[src/design/mipsdec_pkg.sv]
// Shared types and decode tables for the MIPS I instruction decoder.
// Used by mipsdec_decode and mips_instruction_decoder_core; depends on nothing.

package mipsdec_pkg;

   localparam int WORD_W     = 32;
   localparam int OPCODE_W   = 6;
   localparam int REG_W      = 5;
   localparam int FUNC_W     = 6;
   localparam int IMM_W      = 16;
   localparam int JIDX_W     = 26;
   localparam int MNEMONIC_W = 7;
   localparam int RSP_DATA_W = 80;
   localparam int RSP_USER_W = 8;

   localparam logic [OPCODE_W-1:0] OP_SPECIAL = 6'h00;
   localparam logic [OPCODE_W-1:0] OP_REGIMM  = 6'h01;

   // Mnemonic classes in alphabetical order; zero marks a reserved encoding.
   typedef enum logic [MNEMONIC_W-1:0] {
      MN_RESERVED = 7'd0,
      MN_ADD, MN_ADDI, MN_ADDIU, MN_ADDU, MN_AND, MN_ANDI, MN_BEQ, MN_BGEZ,
      MN_BGEZAL, MN_BGTZ, MN_BLEZ, MN_BLTZ, MN_BLTZAL, MN_BNE, MN_BREAK,
      MN_COP0, MN_COP1, MN_COP2, MN_COP3, MN_DIV, MN_DIVU, MN_J, MN_JAL,
      MN_JALR, MN_JR, MN_LB, MN_LBU, MN_LH, MN_LHU, MN_LUI, MN_LW,
      MN_LWC1, MN_LWC2, MN_LWC3, MN_LWL, MN_LWR, MN_MFHI, MN_MFLO, MN_MTHI,
      MN_MTLO, MN_MULT, MN_MULTU, MN_NOR, MN_OR, MN_ORI, MN_SB, MN_SH,
      MN_SLL, MN_SLLV, MN_SLT, MN_SLTI, MN_SLTIU, MN_SLTU, MN_SRA, MN_SRAV,
      MN_SRL, MN_SRLV, MN_SUB, MN_SUBU, MN_SW, MN_SWC1, MN_SWC2, MN_SWC3,
      MN_SWL, MN_SWR, MN_SYSCALL, MN_XOR, MN_XORI
   } mnemonic_type;

   typedef struct packed {
      logic [OPCODE_W-1:0] major_opcode;
      logic [REG_W-1:0]    source_reg;
      logic [REG_W-1:0]    target_reg;
      logic [REG_W-1:0]    dest_reg;
      logic [REG_W-1:0]    shift_amount;
      logic [FUNC_W-1:0]   func_code;
      logic [IMM_W-1:0]    imm_field;
      logic [JIDX_W-1:0]   jump_index;
      mnemonic_type        mnemonic_code;
      logic                reserved_flag;
   } decode_type;

   // SPECIAL group, selected by the function field.
   function automatic mnemonic_type special_class(input logic [FUNC_W-1:0] fn);
      mnemonic_type m;
      case (fn)
         6'h00:   m = MN_SLL;
         6'h02:   m = MN_SRL;
         6'h03:   m = MN_SRA;
         6'h04:   m = MN_SLLV;
         6'h06:   m = MN_SRLV;
         6'h07:   m = MN_SRAV;
         6'h08:   m = MN_JR;
         6'h09:   m = MN_JALR;
         6'h0c:   m = MN_SYSCALL;
         6'h0d:   m = MN_BREAK;
         6'h10:   m = MN_MFHI;
         6'h11:   m = MN_MTHI;
         6'h12:   m = MN_MFLO;
         6'h13:   m = MN_MTLO;
         6'h18:   m = MN_MULT;
         6'h19:   m = MN_MULTU;
         6'h1a:   m = MN_DIV;
         6'h1b:   m = MN_DIVU;
         6'h20:   m = MN_ADD;
         6'h21:   m = MN_ADDU;
         6'h22:   m = MN_SUB;
         6'h23:   m = MN_SUBU;
         6'h24:   m = MN_AND;
         6'h25:   m = MN_OR;
         6'h26:   m = MN_XOR;
         6'h27:   m = MN_NOR;
         6'h2a:   m = MN_SLT;
         6'h2b:   m = MN_SLTU;
         default: m = MN_RESERVED;
      endcase
      return m;
   endfunction

   // REGIMM group, selected by the rt field.
   function automatic mnemonic_type regimm_class(input logic [REG_W-1:0] rt);
      mnemonic_type m;
      case (rt)
         5'h00:   m = MN_BLTZ;
         5'h01:   m = MN_BGEZ;
         5'h10:   m = MN_BLTZAL;
         5'h11:   m = MN_BGEZAL;
         default: m = MN_RESERVED;
      endcase
      return m;
   endfunction

   // Primary opcodes. The coprocessor 0 loads and stores stay reserved.
   function automatic mnemonic_type opcode_class(input logic [OPCODE_W-1:0] op);
      mnemonic_type m;
      case (op)
         6'h02:   m = MN_J;
         6'h03:   m = MN_JAL;
         6'h04:   m = MN_BEQ;
         6'h05:   m = MN_BNE;
         6'h06:   m = MN_BLEZ;
         6'h07:   m = MN_BGTZ;
         6'h08:   m = MN_ADDI;
         6'h09:   m = MN_ADDIU;
         6'h0a:   m = MN_SLTI;
         6'h0b:   m = MN_SLTIU;
         6'h0c:   m = MN_ANDI;
         6'h0d:   m = MN_ORI;
         6'h0e:   m = MN_XORI;
         6'h0f:   m = MN_LUI;
         6'h10:   m = MN_COP0;
         6'h11:   m = MN_COP1;
         6'h12:   m = MN_COP2;
         6'h13:   m = MN_COP3;
         6'h20:   m = MN_LB;
         6'h21:   m = MN_LH;
         6'h22:   m = MN_LWL;
         6'h23:   m = MN_LW;
         6'h24:   m = MN_LBU;
         6'h25:   m = MN_LHU;
         6'h26:   m = MN_LWR;
         6'h28:   m = MN_SB;
         6'h29:   m = MN_SH;
         6'h2a:   m = MN_SWL;
         6'h2b:   m = MN_SW;
         6'h2e:   m = MN_SWR;
         6'h31:   m = MN_LWC1;
         6'h32:   m = MN_LWC2;
         6'h33:   m = MN_LWC3;
         6'h39:   m = MN_SWC1;
         6'h3a:   m = MN_SWC2;
         6'h3b:   m = MN_SWC3;
         default: m = MN_RESERVED;
      endcase
      return m;
   endfunction

endpackage

[src/design/mipsdec_decode.sv]
// Combinational field split and mnemonic classification of one instruction word.
// Depends on mipsdec_pkg for the decode tables and the result struct.

module mipsdec_decode (
   input  logic [mipsdec_pkg::WORD_W-1:0] instruction_word,
   output mipsdec_pkg::decode_type        decoded
);
   import mipsdec_pkg::*;

   logic [OPCODE_W-1:0] op;
   mnemonic_type        cls;

   assign op = instruction_word[31:26];

   always_comb begin
      case (op)
         OP_SPECIAL: cls = special_class(instruction_word[5:0]);
         OP_REGIMM:  cls = regimm_class(instruction_word[20:16]);
         default:    cls = opcode_class(op);
      endcase
   end

   // The bit fields pass through whether or not the word is recognized.
   always_comb begin
      decoded.major_opcode  = op;
      decoded.source_reg    = instruction_word[25:21];
      decoded.target_reg    = instruction_word[20:16];
      decoded.dest_reg      = instruction_word[15:11];
      decoded.shift_amount  = instruction_word[10:6];
      decoded.func_code     = instruction_word[5:0];
      decoded.imm_field     = instruction_word[15:0];
      decoded.jump_index    = instruction_word[25:0];
      decoded.mnemonic_code = cls;
      decoded.reserved_flag = (cls == MN_RESERVED);
   end

endmodule

[src/design/mips_instruction_decoder_core.sv]
// MIPS I instruction decoder: input word register, decode logic, result register.
// A word passes through the word register and then the result register before it reaches the rsp side.
// Throughput: one word per cycle; the two register stages each refill in the same
// cycle they drain, so rsp_tready stalls alone limit the rate.
// Reset (synchronous, active high) clears both stage valid flags; no other state.
// Depends on mipsdec_pkg and mipsdec_decode.

module mips_instruction_decoder_core (
   input  logic                                 clock,
   input  logic                                 reset,
   input  logic                                 req_tvalid,
   output logic                                 req_tready,
   // [31:0] instruction_word
   input  logic [mipsdec_pkg::WORD_W-1:0]       req_tdata,
   output logic                                 rsp_tvalid,
   input  logic                                 rsp_tready,
   // [5:0] major_opcode, [10:6] source_reg, [15:11] target_reg, [20:16] dest_reg,
   // [25:21] shift_amount, [31:26] func_code, [47:32] imm_field,
   // [73:48] jump_index, [79:74] zero
   output logic [mipsdec_pkg::RSP_DATA_W-1:0]   rsp_tdata,
   // [6:0] mnemonic_code, [7] reserved_flag
   output logic [mipsdec_pkg::RSP_USER_W-1:0]   rsp_tuser
);
   import mipsdec_pkg::*;

   logic              word_valid_ff, word_valid_in;
   logic [WORD_W-1:0] word_ff, word_in;
   logic              rsp_valid_ff, rsp_valid_in;
   decode_type        rsp_ff, rsp_in;
   decode_type        decoded;
   logic              word_ready;
   logic              rsp_ready;

   mipsdec_decode u_decode (
      .instruction_word (word_ff),
      .decoded          (decoded)
   );

   // A stage can load when it is empty or its beat leaves in this cycle.
   assign rsp_ready  = !rsp_valid_ff || rsp_tready;
   assign word_ready = !word_valid_ff || rsp_ready;
   assign req_tready = word_ready;

   always_comb begin
      word_valid_in = word_ready ? req_tvalid : word_valid_ff;
      word_in       = (word_ready && req_tvalid) ? req_tdata : word_ff;
      rsp_valid_in  = rsp_ready ? word_valid_ff : rsp_valid_ff;
      rsp_in        = (rsp_ready && word_valid_ff) ? decoded : rsp_ff;
   end

   always_ff @(posedge clock) begin
      if (reset) begin
         word_valid_ff <= 1'b0;
         rsp_valid_ff  <= 1'b0;
      end else begin
         word_valid_ff <= word_valid_in;
         rsp_valid_ff  <= rsp_valid_in;
      end
   end

   always_ff @(posedge clock) begin
      word_ff <= word_in;
      rsp_ff  <= rsp_in;
   end

   assign rsp_tvalid = rsp_valid_ff;
   assign rsp_tdata  = {6'd0,
                        rsp_ff.jump_index,
                        rsp_ff.imm_field,
                        rsp_ff.func_code,
                        rsp_ff.shift_amount,
                        rsp_ff.dest_reg,
                        rsp_ff.target_reg,
                        rsp_ff.source_reg,
                        rsp_ff.major_opcode};
   assign rsp_tuser  = {rsp_ff.reserved_flag, rsp_ff.mnemonic_code};

endmodule
[config.mk]
export PLATFORM = sky130hd
export DESIGN_NAME = mips_instruction_decoder_core
export DESIGN_NICKNAME = d
export VERILOG_FILES = /design/src/design/mipsdec_pkg.sv /design/src/design/mipsdec_decode.sv /design/src/design/mips_instruction_decoder_core.sv
export SDC_FILE = /design/constraint.sdc
export NUM_CORES = 1
export LEC_CHECK = 0
export BUFFER_PORTS_ARGS = -buffer_cell sky130_fd_sc_hd__buf_2
export CAP_MARGIN = 10
export CORE_MARGIN = 3
export CORE_UTILIZATION = 45
export CTS_BUF_LIST = sky130_fd_sc_hd__clkbuf_4 sky130_fd_sc_hd__clkbuf_8 sky130_fd_sc_hd__clkbuf_16
export DETAILED_ROUTE_END_ITERATION = 10
export PLACE_DENSITY_LB_ADDON = 0.1
export SLEW_MARGIN = 20
export SYNTH_ARGS = -nofsm -noshare
export SYNTH_HDL_FRONTEND = slang
export SYNTH_HIERARCHICAL = 1
export SYNTH_SLANG_ARGS = --single-unit
[constraint.sdc]
create_clock -name clock -period 2.54 [get_ports clock]
set_input_delay 0 -clock clock [delete_from_list [all_inputs] [get_ports clock]]
set_output_delay 0 -clock clock [all_outputs]
set_load 0.01 [all_outputs]
==> results.md, run 1 <==
* TritonCTS clock tree: built
* Fillcell total at 906
* Switching Fraction at 21.54%
* FP Rows at 38
* Final Cell Area at 0.006600 mm2
* Core ar. at 0.01113 mm2
* P per Cell Area at 784.5 mW/mm2
* Die ar. at 0.01304 mm2
* Mean Syn Cell Area at 14.35 um2
* Largest net degree at the start of global routing at 43
* RSZ-0062 raised after global routing: true
* Reg clk slew, reported paths at 0.06 ns
* FF/Latch Area at 0.003463 mm2
* Combinational Power Share at 8.1%
* Met2 Resource Use GR at 24.98%
* Routed vias/inst at 4.883
* Sw power at 0.001115 W
* Max Fclk at 399.1 MHz
* WS Path Type: reg2reg
* Antenna Cells at 0
* Crit path DAT at 2.73 ns
* Maximum number of buffers from clock root to sink at 2
* Finished Layout Cells at 635
* Most frequent cells in the layout: buf_2 (119), edfxtp_1 (114), dlygate4sd3_1 (35), buf_4 (29), clkbuf_16 (17)
* Overflow after GRT at 0
* Pint at 0.004062 W
* Cts bufs inserted at 17
* Max cap viols at 0
* Run status: finished clean
* Antenna Nets Post-Route at 0
* Netlist cell types at 56
* Setup crit end kind: flip-flop
* Antenna violations before repair at 0
* DRC Markers at 0
* Drt first-iter violations at 217
* GR Util met1 at 20.15%
* Layout area overhead at 25.30%
* Synthesized cell area at 0.005268 mm2
* Top_reg_cell synth: edfxtp_1
* IO Pins at 126
* RD Place Congestion at 0.8787
* Starting Density at 47.35%
* Area of the multi-input gates at 0.001120 mm2
* Clk pwr share at 48.0%
* Clock sinks at 116
* Routed length per placed instance at 15.71 um
* Top Usage Layer GRT: met2
* Period utilization at 98.66%
* Share of flip-flops with an asynchronous set or reset at 0%
* Drt total wl at 9.975 mm
* Leak pwr at 2.653 nW
* Placed cell area at 0.005603 mm2
* # setup viols final at 0
* Register area share after synthesis at 65.75%
* Commonest non-fill, non-tap cell in the layout: buf_2
* Synthesis Warnings at 6
* Clock skew at 0.01063 ns
* Required @ worst endpoint at 2.76 ns
* IR drop worst, VDD at 0.4214 mV
* Yosys reg bits at 116
* Die X at 114.2 um
* Die span in y at 114.2 um
* Synth area leaders: edfxtp_1 (65%), buf_4 (11%), ha_1 (3.6%)
* Slew HR at 49.94%
* Clock Latency Late Sink at 0.40 ns
* Pre-antenna DRT Iters at 4
* HP Class: in2reg
* Via count at 3101
* IO Port Bufs at 119
* DP HPWL at 6.762 mm
* # nets final at 533
* Final Hold Fails at 0
* Clock root buffer: clkbuf_16
* First-pass GRT wire length at 15.54 mm
* Crit-path max FO at 6
* Tot GR Track Use at 15.57%
* Share of cells above drive strength 1 at 38.79%
* Dpl cells at 566
* Slew @ Worst Pin at 0.7415 ns
* Yosys top cell area share at 64.99%
* Setup crit start kind: flip-flop
* Post-synth EDFFs at 114
* Grt met3 use at 4.493%
* Sequential share of power at 43.8%
* Slew Limit Fails at 0
* H-tree Lvls at 4
* Post-synthesis cell count at 367
* Area leader, netlist: edfxtp_1
* Vias in the first global route at 2993
* Final Critical Period at 2.506 ns
[metrics by stage]
step           TNS [ns]  worst slack [ns]  total power, W  hold slack, ns  utilization [%]
3_3_place_gp          0           0.09968        0.002683          0.1763            50.36
2_1_floorplan         0           0.03240        0.002600         0.06244                -
5_1_grt         -0.1445           -0.1445        0.005373          0.2225            59.32
4_1_cts               0           0.03493        0.005228          0.2092            59.17
6_report              0           0.03405        0.005178          0.2034            59.32
3_5_place_dp          0           0.05793        0.002686          0.1781            50.36
[Yosys cell counts (all sizes together) (3+ instances only)]
cell type and instances:
and2 4, nand2 13, mux2i 9, nor3 4
nor4 3, a21oi 13, clkbuf 7, nor2 10
a2111oi 5, inv 13, buf 85, edfxtp 114
a211oi 4, nor2b 5, o21ai 13, nand2b 10
ha 15
[registers in the layout, summed over array words and instances, names as in the netlist]
name,flops
rsp_tdata,74
word_valid_ff,1
word_ff,32
rsp_tvalid,1
rsp_tuser,8
[power by group through the flow]
stage / sequential, W / combinational (W) / clock [W]
after global routing: 0.00228 / 0.000462 / 0.00263
after floorplan: 0.00234 / 0.000258 / 0
after CTS: 0.00227 / 0.000420 / 0.00254
after global placement: 0.00230 / 0.000379 / 0
after detailed placement: 0.00231 / 0.000377 / 0
final: 0.00227 / 0.000421 / 0.00249
[what timing repair did]
item | in CTS | in global routing
setup buffers | 0 | 2
hold buffers | 35 | 0
endpoints found under the hold margin | 34 | 0
gates resized for setup | 0 | 2
endpoints found under the setup margin | 0 | 1
[worst max-delay path: stages (launching register included)]
cell,delay (ns)
edfxtp_1,0.47
inv_1,0.09
ha_1,0.33
o221ai_2,0.24
o2bb2ai_2,0.08
or4b_4,0.54
or4_1,0.43
nor4_2,0.14
[final timing paths]
kind	cells after the start	slack [ns]	endpoint	from
setup / recovery	7	0.03	rsp_tuser[7]	word_ff[28]
hold / removal	2	0.20	word_ff[19]	req_tvalid
setup reg to reg	7	0.03	rsp_tuser[7]	word_ff[28]
hold reg to reg	0	0.45	rsp_tdata[71]	word_ff[23]
[metal layers]
| metal | wire length [um] | vias up |
|---|---|---|
| met3 | 715 | 14 |
| met5 | 0 | - |
| met4 | 134 | 0 |
| li1 | - | 1504 |
| met2 | 4769 | 114 |
| met1 | 4355 | 1469 |
[kinds of logic (layout without fill, tap and decap cells)]
group / Yosys count / after routing / share of synthesized area (%)
XOR/XNOR: 1 / 1 / 0.1663
adder cells (fa/ha/maj): 15 / 15 / 3.563
other: 1 / 6 / 0.07119
AO/OA/AOI/OAI: 57 / 57 / 7.815
AND/OR/NAND/NOR: 62 / 62 / 7.293
flip-flops: 116 / 116 / 65.75
multiplexers: 10 / 10 / 1.924
buffers and inverters: 105 / 228 / 13.42
[final cells by class]
| class | count | area share [%] |
|---|---|---|
| Clock buffer | 17 | 6.445 |
| Multi-Input combinational cell | 151 | 16.97 |
| Sequential cell | 116 | 52.47 |
| Timing Repair Buffer | 183 | 17.63 |
| Clock inverter | 15 | 3.090 |
| Tap cell | 140 | 2.654 |
| Inverter | 13 | 0.7393 |
Power figures use the tool's default switching activity.
==> run 2: changes to the inputs <==
Settings changed: CTS_BUF_LIST sky130_fd_sc_hd__clkbuf_4 sky130_fd_sc_hd__clkbuf_8 sky130_fd_sc_hd__clkbuf_16 to unset, GPL_TIMING_DRIVEN set to 0.
==> run 2 against run 1 <==
  * Combinational power up 25%
  * Global-route usage up 1.3 points
  * Routed wire length up 8.0%
  * Sequential power about the same
  * Worst setup slack better by 0.040 ns
  * Hold slack better by 0.0021 ns
  * Core utilization up 5.7 points
  * Clock power about the same
  * Critical path depth up 1
  * First-iteration DRC count up 21%
  * Clock-buffer cell count up 1
==> results.md, run 2 (same netlist as run 1, synthesis figures left out) <==
* IO Port Bufs at 119
* First-pass GRT wire length at 16.89 mm
* Die X at 114.2 um
* Required @ worst endpoint at 2.76 ns
* HP Start: req_tvalid
* Finished Layout Cells at 713
* Routed vias/inst at 4.757
* Maximum number of buffers from clock root to sink at 2
* H-tree Lvls at 4
* Fillcell total at 822
* Slew HR at 53.68%
* TritonCTS clock tree: built
* Tot GR Track Use at 16.90%
* Antenna Cells at 0
* Leak pwr at 3.019 nW
* Die ar. at 0.01304 mm2
* Tot Pwr at 0.005296 W
* Clock sinks at 116
* Max Fclk at 405.5 MHz
* IR drop worst, VDD at 0.4457 mV
* Pre-antenna DRT Iters at 4
* Setup crit end kind: flip-flop
* Hold path depth at 2
* Period utilization at 97.10%
* Slew @ Worst Pin at 0.6773 ns
* Layout area overhead at 37.29%
* Slew Limit Fails at 0
* RD Place Congestion at 0.8299
* Crit path DAT at 2.69 ns
* Routed length per placed instance at 15.11 um
* Overflow after GRT at 0
* RR Endpoint: rsp_tuser[7]
* Drt total wl at 10.77 mm
* Commonest non-fill, non-tap cell in the layout: buf_2
* Dpl cells at 632
* Setup TNS at 0 ns
* Crit-path max FO at 5
* Final Critical Period at 2.466 ns
* Largest net degree at the start of global routing at 58
* Max cap viols at 0
* Reg clk slew, reported paths at 0.06 ns
* Run status: finished clean
* Antenna violations before repair at 0
* Drt first-iter violations at 262
* Setup crit start kind: flip-flop
* Antenna Nets Post-Route at 0
* FF-to-FF setup slack at 0.07 ns
* Cts bufs inserted at 17
* Number of flip-flops in the largest register at 74
* Share of cells above drive strength 1 at 47.64%
* # setup viols final at 0
* P per Cell Area at 732.3 mW/mm2
* Worst reg-to-reg path cell count at 8
* Core ar. at 0.01113 mm2
* # nets final at 613
* Most frequent cells in the layout: buf_2 (123), edfxtp_1 (114), buf_4 (98), dlygate4sd3_1 (35), clkbuf_16 (17)
* Clock Latency Late Sink at 0.40 ns
* Starting Density at 47.35%
* Area of the multi-input gates at 0.001165 mm2
* Hold path endpoint: word_ff[30]
* Clock root buffer: clkbuf_16
* Die span in y at 114.2 um
* WS Path Type: reg2reg
* FF/Latch Area at 0.003463 mm2
* IO Pins at 126
* Clock skew at 0.009114 ns
* DRC Markers at 0
* Vias in the first global route at 3363
* FP Rows at 38
* HP Class: in2reg
* DP HPWL at 7.215 mm
* Via count at 3392
* Final Hold Fails at 0
* R2R Path Start: word_ff[27]
run 2: cell types whose count changed in the layout (fill, tap and decap cells not counted), sizes merged:
cell / delta
clkinvlp: -1
buf: +75
bufinv: +1
clkbuf: +6
inv: -3
run 2: repair_timing:
action,4_1_cts,5_1_grt
endpoints found under the hold margin,34,0
endpoints found under the setup margin,1,1
resized for setup,5,12
buffers inserted,6,11
hold buffers,35,0
pin swaps,0,3
run 2: worst max-delay path, cell delays in order (launching register included):
cell	delay, ns
edfxtp_1	0.44
inv_2	0.13
buf_4	0.14
ha_4	0.20
o221ai_2	0.20
o2bb2ai_2	0.09
or4b_4	0.53
or4_1	0.42
nor4_2	0.14
run 2: worst max path at each step:
stage / startpoint / endpoint / slack (ns) / cells past startpoint
after floorplan: word_ff[1] / rsp_tuser[7] / 0.03 / 9
after global placement: word_ff[1] / rsp_tuser[7] / -0.40 / 9
after detailed placement: word_ff[1] / rsp_tuser[7] / -0.33 / 9
after CTS: word_ff[26] / rsp_tuser[7] / 0.01 / 8
after global routing: word_ff[27] / rsp_tuser[7] / -0.02 / 8
final: word_ff[27] / rsp_tuser[7] / 0.07 / 8
run 2: layout make-up:
type,instances,area share [%]
plain buffers,91,9.100
inverters,13,0.7266
clock buffers,18,5.934
flip-flops and latches,116,47.89
well taps,140,2.422
repair buffers,172,15.22
multi-input cells,151,16.11
clock inverters,12,2.595
run 2: metal layers:
layer,track usage [%],routed length [um]
met1,21.31,4582
met2,27.75,5321
met3,5.127,681
met4,5.938,185
met5,0,0
run 2: through the flow:
stage          area (um2)  setup slack [ns]  utilization [%]  hold slack [ns]
2_1_floorplan        5286           0.03240                -          0.06244
3_3_place_gp         6057           -0.3974            54.44           0.1760
3_5_place_dp         6086           -0.3324            54.70           0.1781
4_1_cts              7111           0.01235            63.91           0.2095
5_1_grt              7232          -0.02076            65.00           0.2260
6_report             7232           0.07366            65.00           0.2055
run 2: where the power goes:
group | switching (W) | internal [W] | leakage, nW
sequential | 0.0000500 | 0.00223 | 1.10
clock | 0.000780 | 0.00171 | 0.300
combinational | 0.000252 | 0.000273 | 1.62
total | 0.00108 | 0.00421 | 3.02
==> run 3: changes to the inputs <==
Settings changed: CORE_ASPECT_RATIO set to 1.75.
==> run 3 against run 2 <==
  * Die area rose by 0.39%
  * Register-to-register slack worse by 0.04 ns
  * Clock power fell by 5%
  * Highest routed layer unchanged
  * Worst setup slack worse by 0.036 ns
  * Design area is 1.4% lower
  * Critical path depth decreased by 1
  * Via count about the same
  * Sequential power barely moved
  * Core utilization down 1.9 points
  * Combinational power decreased by 0.8%
  * Routed wire length increased by 3.7%
==> results.md, run 3 (same netlist as run 1, synthesis figures left out) <==
* TritonCTS clock tree: built
* Crit-path max FO at 5
* HP Start: req_tvalid
* Run status: finished clean
* RSZ-0062 raised after global routing: true
* Drt first-iter violations at 138
* Pre-antenna DRT Iters at 4
* Number of flip-flops in the largest register at 74
* Layout area overhead at 35.34%
* Final Cell Area at 0.007129 mm2
* Final Hold Fails at 0
* Routed length per placed instance at 15.96 um
* Die ar. at 0.01309 mm2
* Clock sinks at 116
* Slew HR at 58.44%
* Setup TNS at 0 ns
* Via count at 3394
* Clock root buffer: clkbuf_16
* IR drop worst, VDD at 0.4504 mV
* Placed cell area at 0.006076 mm2
* Clock skew at 0.009413 ns
* Commonest non-fill, non-tap cell in the layout: buf_2
* IO Port Bufs at 119
* Vias in the first global route at 3492
* Cts bufs inserted at 17
* Die X at 87.79 um
* DP HPWL at 7.872 mm
* Max Fclk at 399.6 MHz
* Leak pwr at 2.978 nW
* P per Cell Area at 724.5 mW/mm2
* Overflow after GRT at 0
* H-tree Lvls at 4
* First-pass GRT wire length at 17.43 mm
* WS Path Type: reg2reg
* Antenna violations before repair at 0
* Required @ worst endpoint at 2.77 ns
* Most frequent cells in the layout: buf_2 (123), edfxtp_1 (114), buf_4 (88), dlygate4sd3_1 (35), clkbuf_16 (17)
* HP Class: in2reg
* Setup crit end kind: flip-flop
* Final Critical Period at 2.502 ns
* # setup viols final at 0
* Final WS setup at 0.03760 ns
* Worst Setup Slack post-DPL at -0.4199 ns
* Slew @ Worst Pin at 0.6156 ns
* # nets final at 606
* Clock Latency Late Sink at 0.40 ns
* Share of cells above drive strength 1 at 47.01%
* Slew Limit Fails at 0
* Die span in y at 149.1 um
* Tot GR Track Use at 18.06%
* Antenna Cells at 0
* Routed vias/inst at 4.849
* Reg clk slew, reported paths at 0.06 ns
* CP Launch Point: word_ff[26]
* IO Pins at 126
* Antenna Nets Post-Route at 0
* Layout Utilization at 63.12%
* Setup crit start kind: flip-flop
* Period utilization at 98.52%
* R2R Path Start: word_ff[26]
* Maximum number of buffers from clock root to sink at 2
* FP Rows at 51
* Crit path DAT at 2.73 ns
* Largest net degree at the start of global routing at 57
* Core ar. at 0.01129 mm2
* RD Place Congestion at 0.8755
* Max cap viols at 0
* Starting Density at 46.64%
* Drt total wl at 11.17 mm
* DRC Markers at 0
==> run 3: cell types whose count changed in the layout (fill, tap and decap cells not counted), moves of 3 or more <==
cell | previous run | this run
buf_4 | 98 | 88
bufinv_16 | 5 | 2
clkinv_1 | 4 | 1
ha_1 | 9 | 12
inv_6 | 0 | 6
==> run 3: path summary, 6_finish.rpt <==
| path | end | slack [ns] | depth (start not counted) |
|---|---|---|---|
| max | rsp_tuser[7] | 0.04 | 7 |
| min | word_ff[19] | 0.20 | 2 |
| max reg2reg | rsp_tuser[7] | 0.04 | 7 |
| min reg2reg | rsp_tvalid | 0.51 | 2 |
==> run 3: area by class of cell <==
class | count | area [um2]
buffer | 92 | 668.1
clock buffer | 17 | 425.4
clock inverter | 15 | 170.2
fill | 908 | 4165
inverter | 13 | 48.80
multi-input combinational | 151 | 1144
sequential | 116 | 3463
tap | 132 | 165.2
timing repair buffer | 164 | 1045
==> run 3: where the power goes <==
group	total, W	switching [W]	internal, W
sequential	0.00227	0.0000465	0.00222
clock	0.00237	0.000902	0.00147
combinational	0.000521	0.000255	0.000266
total	0.00517	0.00120	0.00396
==> run 3: critical path, stage by stage, from the launching register on <==
cell and delay (ns):
edfxtp_1 0.45, buf_4 0.18, ha_1 0.28, o221ai_2 0.20, o2bb2ai_2 0.09, or4b_4 0.55, or4_4 0.44, nor4_2 0.13
==> run 3: layer usage <==
layer / vias to the layer above / global-route usage (%) / wire length [um]
li1: 1646 / - / -
met1: 1601 / 16.89 / 3743
met2: 121 / 34.48 / 6561
met3: 26 / 5.141 / 550
met4: 0 / 8.449 / 316
met5: - / 0 / 0
==> run 3: repair_timing <==
item | in CTS | in global routing
setup buffers | 9 | 0
hold buffers | 35 | 0
cloned | 0 | 0
gates resized for setup | 7 | 7
hold endpoints to repair | 34 | 0
endpoints found under the setup margin | 1 | 1
pin swaps | 0 | 1
==> run 3: metrics by stage <==
stage / cells / hold slack [ns] / total power (W)
floorplan: 372 / 0.06244 / 0.002600
global placement: 623 / 0.1737 / 0.002756
detailed placement: 624 / 0.1781 / 0.002771
CTS: 700 / 0.2094 / 0.005215
global route: 700 / 0.2302 / 0.005353
finish: 700 / 0.2024 / 0.005165
